$ cat src/hw/rtl/dwc_pkg.sv
// Shared types and constants for the depthwise q15 convolution core.
// Holds operation codes, register indexes, field widths and the command struct.
// No dependencies.
package dwc_pkg;

    localparam int OP_W       = 2;
    localparam int ADDR_W     = 13;
    localparam int VALUE_W    = 16;
    localparam int ROW_W      = 5;
    localparam int COL_W      = 5;
    localparam int CHAN_W     = 3;
    localparam int RES_W      = 16;
    localparam int ACC_W      = 32;
    localparam int CFG_IDX_W  = 3;
    localparam int CFG_DATA_W = 6;

    // Kernel counters are sized for kernels up to 11 by 11.
    localparam int KDIM_W       = 4;
    localparam int TAP_W        = 7;
    localparam int COORD_W      = 10;
    localparam int DRAIN_W      = 2;
    localparam int DRAIN_CYCLES = 4;

    localparam logic [OP_W-1:0] OP_IMG     = 2'd0;
    localparam logic [OP_W-1:0] OP_WT      = 2'd1;
    localparam logic [OP_W-1:0] OP_BIAS    = 2'd2;
    localparam logic [OP_W-1:0] OP_COMPUTE = 2'd3;

    localparam logic [CFG_IDX_W-1:0] REG_IN_WIDTH   = 3'd0;
    localparam logic [CFG_IDX_W-1:0] REG_IN_HEIGHT  = 3'd1;
    localparam logic [CFG_IDX_W-1:0] REG_PAD_X      = 3'd2;
    localparam logic [CFG_IDX_W-1:0] REG_PAD_Y      = 3'd3;
    localparam logic [CFG_IDX_W-1:0] REG_STRIDE_X   = 3'd4;
    localparam logic [CFG_IDX_W-1:0] REG_STRIDE_Y   = 3'd5;
    localparam logic [CFG_IDX_W-1:0] REG_BIAS_SHIFT = 3'd6;
    localparam logic [CFG_IDX_W-1:0] REG_OUT_SHIFT  = 3'd7;

    typedef struct packed {
        logic              start;
        logic              load_img;
        logic              load_wt;
        logic              load_bias;
        logic              tap_valid;
        logic              tap_first;
        logic [KDIM_W-1:0] ky;
        logic [KDIM_W-1:0] kx;
        logic [TAP_W-1:0]  tap;
        logic              finish;
    } t_dp_cmd;

endpackage

$ cat src/hw/rtl/dwc_ctrl.sv
// Controller state machine of the depthwise q15 convolution core.
// Sequences loads, kernel taps, pipeline drain and result hand-off.
// Depends on dwc_pkg.
module dwc_ctrl import dwc_pkg::*; #(
    parameter int KERNEL_X = 3,
    parameter int KERNEL_Y = 3
) (
    input  logic            i_clk,
    input  logic            i_rst_n,
    input  logic            i_in_valid,
    input  logic [OP_W-1:0] i_op,
    output logic            o_in_ready,
    output logic            o_out_valid,
    input  logic            i_out_ready,
    output t_dp_cmd         o_cmd
);

    localparam logic [1:0] ST_IDLE  = 2'd0;
    localparam logic [1:0] ST_RUN   = 2'd1;
    localparam logic [1:0] ST_DRAIN = 2'd2;
    localparam logic [1:0] ST_FINAL = 2'd3;

    localparam logic [KDIM_W-1:0]  KX_LAST    = KDIM_W'(KERNEL_X - 1);
    localparam logic [KDIM_W-1:0]  KY_LAST    = KDIM_W'(KERNEL_Y - 1);
    localparam logic [DRAIN_W-1:0] DRAIN_LAST = DRAIN_W'(DRAIN_CYCLES - 1);

    logic [1:0]         r_state, n_state;
    logic [KDIM_W-1:0]  r_ky, n_ky;
    logic [KDIM_W-1:0]  r_kx, n_kx;
    logic [TAP_W-1:0]   r_tap, n_tap;
    logic [DRAIN_W-1:0] r_drain, n_drain;
    logic               r_out_valid, n_out_valid;

    always_comb begin
        n_state = r_state;
        n_ky    = r_ky;
        n_kx    = r_kx;
        n_tap   = r_tap;
        n_drain = r_drain;
        o_cmd   = '0;
        case (r_state)
            ST_IDLE: begin
                if (i_in_valid) begin
                    case (i_op)
                        OP_IMG:  o_cmd.load_img  = 1'b1;
                        OP_WT:   o_cmd.load_wt   = 1'b1;
                        OP_BIAS: o_cmd.load_bias = 1'b1;
                        OP_COMPUTE: begin
                            o_cmd.start = 1'b1;
                            n_ky        = '0;
                            n_kx        = '0;
                            n_tap       = '0;
                            n_state     = ST_RUN;
                        end
                        default: ;
                    endcase
                end
            end
            ST_RUN: begin
                o_cmd.tap_valid = 1'b1;
                o_cmd.tap_first = (r_tap == '0);
                o_cmd.ky        = r_ky;
                o_cmd.kx        = r_kx;
                o_cmd.tap       = r_tap;
                n_tap           = r_tap + 1'b1;
                if (r_kx == KX_LAST) begin
                    n_kx = '0;
                    if (r_ky == KY_LAST) begin
                        n_drain = '0;
                        n_state = ST_DRAIN;
                    end else begin
                        n_ky = r_ky + 1'b1;
                    end
                end else begin
                    n_kx = r_kx + 1'b1;
                end
            end
            ST_DRAIN: begin
                if (r_drain == DRAIN_LAST) begin
                    n_state = ST_FINAL;
                end else begin
                    n_drain = r_drain + 1'b1;
                end
            end
            ST_FINAL: begin
                if (!r_out_valid || i_out_ready) begin
                    o_cmd.finish = 1'b1;
                    n_state      = ST_IDLE;
                end
            end
            default: n_state = ST_IDLE;
        endcase
        n_out_valid = (r_out_valid && !i_out_ready) || o_cmd.finish;
    end

    always_ff @(posedge i_clk) begin
        if (!i_rst_n) begin
            r_state     <= ST_IDLE;
            r_ky        <= '0;
            r_kx        <= '0;
            r_tap       <= '0;
            r_drain     <= '0;
            r_out_valid <= 1'b0;
        end else begin
            r_state     <= n_state;
            r_ky        <= n_ky;
            r_kx        <= n_kx;
            r_tap       <= n_tap;
            r_drain     <= n_drain;
            r_out_valid <= n_out_valid;
        end
    end

    assign o_in_ready  = (r_state == ST_IDLE);
    assign o_out_valid = r_out_valid;

endmodule

$ cat config.mk
export PLATFORM = sky130hd
export DESIGN_NAME = dwc_ctrl
export DESIGN_NICKNAME = d
export VERILOG_FILES = /design/src/hw/rtl/dwc_pkg.sv /design/src/hw/rtl/dwc_ctrl.sv
export SDC_FILE = /design/constraint.sdc
export NUM_CORES = 1
export LEC_CHECK = 0
export BUFFER_PORTS_ARGS = -buffer_cell sky130_fd_sc_hd__buf_2
export CORE_ASPECT_RATIO = 0.75
export CORE_MARGIN = 2
export CORE_UTILIZATION = 35
export CTS_CLUSTER_SIZE = 8
export DETAILED_ROUTE_END_ITERATION = 12
export PLACE_DENSITY = 0.67
export SYNTH_ARGS = -nofsm -noshare
export SYNTH_HDL_FRONTEND = slang
export SYNTH_SLANG_ARGS = --single-unit
$ cat constraint.sdc
create_clock -name i_clk -period 1.7 [get_ports i_clk]
set_clock_uncertainty 0.05 [all_clocks]
set_input_delay 0.34 -clock i_clk [delete_from_list [all_inputs] [get_ports i_clk]]
set_output_delay 0.34 -clock i_clk [all_outputs]
set_load 0.05 [all_outputs]
==> results.md <==
- Top-area cell type share of the netlist area: 31.9%
- Num CTS Buffers: 3
- RR Startpoint: r_kx[0]
- Multi-input gate area: 0.00110 sq mm
- Max frequency: 554 MHz
- Syn_nets: 171
- Ports: 30
- Synth cell count leaders: dfxtp_1 (20), nand2_1 (14), o21ai_0 (14)
- Largest area contributor in the netlist: dfxtp_1
- Post-DP HPWL: 2.64 mm
- Port-buffer cells: 29
- CTS sink count: 20
- Inst Count DP: 244
- Tightest Hold Check Type: in2reg
- Yosys cell types: 39
- Total gr overflow: 0
- Setup ws final: -0.104 ns
- Pins Over Slew Limit: 0
- Rows: 18
- Synth Warn #: 0
- Clock Latency Late Sink: ~0.27 ns
- Core area: 0.00336 sq mm
- # hold bufs at CTS: 0
- Non-Filler Instances: 263
- Reg-to-Reg End: r_ky[1]
- WS Path Type: reg2out
- Most frequent cell after synthesis: dfxtp_1
- Measured slew at the worst slew-check pin: 0.401 ns
- Crit path launch type: flop
- # DRC: 0
- DR WL/cell: 16.6 microns
- Pwr Density: 878 mW/mm^2
- Crit Path Max Fanout: 5
- Total Nets Final: 243
- Mapped Cells: about 150
- Die W: ~73 microns
- R2R cell count: 7
- Vias in the first global route: ~1,400
- Clk root buf: clkbuf_8
- CTS tree: yes
- Fin. Hold Viols: 0
- Final min period: 1.80 ns
- Leak: roughly 0.96 nW
- First-pass GRT wire length: between 6 and 7 mm
- Crit. Startpoint: r_state[0]
- Number of diodes: 0
- Crit end category: output port
- RSZ-0062 raised after global routing: yes
- Full die area: 0.00409 sq mm
- Maximum vdd ir drop: 463 uV
- H-tree levels: 1
- Mapped Area: 0.00125 sq mm
- Critical path depth: 5
- GP Congestion: 0.805
- Status: finished, violations left
- Fillers: 235
- Setup slack, reg-to-reg: -0.10 ns
- CTS Buffer Depth: 2
- CP bufs+invs: 3
- Failing checks: setup timing
- Final ANT Viol Nets: 0
- Syn Area/Cell: between 8 and 9 sq um
- Largest net degree at the start of global routing: 15
- Register area: 408 sq um
- Cells along the critical path: inv_4 > ha_4 > nand4_1 > clkinvlp_4 > buf_6
- Area contributors post-synth: dfxtp_1 (32%), ha_1 (13%), o21ai_0 (5.6%)
- Finished layout cell area: around 0.0023 sq mm
- Main synth FF type: dfxtp_1
- Maxcap violations: 0
- DR vias: 1,430
- Slew HR: 73.3%
- WP data required: around 1.3 ns
- Die Ht: 55.9 microns
- Yosys reg bits: 20
- CTS clk-pin slew, worst paths: 0.07 ns
- Delay-heaviest family, CP: buffers and inverters
- Final setup fails: 28
- Initial Utilization: 37.4%
- Via-to-Cell Ratio: 5.44
- Total GRT Usage: 18.9%
- DRT Pass-1 Iters: 4
- Post-synth EDFFs: 0
- Synthesis-to-layout area growth: 85.8%
- DP Area: roughly 0.0018 sq mm
- Fin crit share: 106%
- CP endpoint: o_cmd[21]
- WP data arrival: roughly 1.4 ns
- Crit-path max cell delay: approximately 0.38 ns
- Initial detailed-routing violation count: 99
- Post-detailed-routing wire length: roughly 4.4 mm
- Share of layout cells above drive strength 1: 59.6%
- Async SR Flop Fraction: 0%
- Seq/Total Area, Yosys: 31.9%
- Master of the slowest instance on the critical path: dfxtp_4
- Initial antenna violation count: 0
per-stage QoR:
stage          total power (W)  util, %  hold slack, ns  setup slack [ns]  TNS [ns]
3_3_place_gp           0.00131     52.2           0.405           -0.0616    -0.168
4_1_cts                0.00184     63.0           0.351           -0.0954     -1.40
5_1_grt                0.00214     69.5           0.379            -0.179     -3.76
6_report               0.00205     69.5           0.355            -0.104     -1.90
3_5_place_dp           0.00132     52.2           0.408            -0.109    -0.423
2_1_floorplan          0.00104        -           0.392            -0.189     -2.15
flip-flops by register name (all words and copies together), names as in the netlist:
register     cells
r_ky             4
o_out_valid      1
r_state          2
r_drain          2
r_tap            7
r_kx             4
how the worst min path moves through the flow:
stage,startpoint,end,slack (ns),cells past startpoint
finish,i_rst_n,r_kx[1],0.36,2
global route,i_rst_n,r_kx[1],0.38,2
CTS,i_rst_n,r_kx[1],0.35,2
detailed placement,r_drain[1],r_drain[1],0.41,2
global placement,r_drain[1],r_drain[1],0.41,2
floorplan,r_drain[1],r_drain[1],0.39,2
metal layers:
layer	vias to the layer above	part of all wire [%]	global-route usage (%)
met5	-	0	0
met3	7	6.1	4.53
met2	51	54	32.6
li1	682	-	-
met1	690	39	23.6
met4	0	1.1	3.97
cell usage in the layout (no fill, tap or decap), types with 3 or more instances in the layout:
cell,count
buf_4,29
buf_6,26
dfxtp_1,16
nand2_1,13
and2_4,11
o21ai_0,7
buf_2,7
buf_8,7
nor2_1,6
nor2_4,6
nand3_1,6
ha_1,6
ha_4,5
clkbuf_8,4
inv_1,3
inv_4,3
nand4_1,3
mux2i_1,3
o21ai_2,3
a21oi_2,3
or3_1,3
o21ai_1,3
xor2_1,3
dfxtp_2,3
cell families after synthesis:
logic type	Yosys count	synth area share, %
buffers and inverters	13	3.99
muxes	3	2.39
xor gates and xnor gates	4	2.79
and+or+nand+nor	67	29.2
DFF	20	31.9
AOI/OAI and AO/OA	32	16.8
adders and majority gates	13	13.0
area by class of cell:
| class | instances | area share (%) |
|---|---|---|
| sequential | 20 | 17.5 |
| timing repair buffer | 70 | 28.8 |
| clock buffer | 4 | 2.36 |
| multi-input combinational | 120 | 47.3 |
| tap | 40 | 2.15 |
| inverter | 9 | 1.93 |
worst reg2reg max path, stage by stage (launching register included):
cell and delay (ns):
dfxtp_2 0.33, inv_2 0.07, ha_4 0.11, or3b_4 0.39, a222oi_1 0.41, buf_4 0.20
nand4b_1 0.10, o21ai_1 0.08
power by group:
group          internal (W)  switching [W]
clock              0.000207       0.000171
combinational      0.000536       0.000603
sequential         0.000503      0.0000272
what timing repair did:
| action | 4_1_cts | 5_1_grt |
|---|---|---|
| cloned | 0 | 1 |
| buffers inserted | 7 | 8 |
| setup endpoints to repair | 33 | 38 |
| pin swaps | 14 | 14 |
| gates resized for setup | 75 | 41 |
No activity file was read; power rests on OpenSTA's default activity.
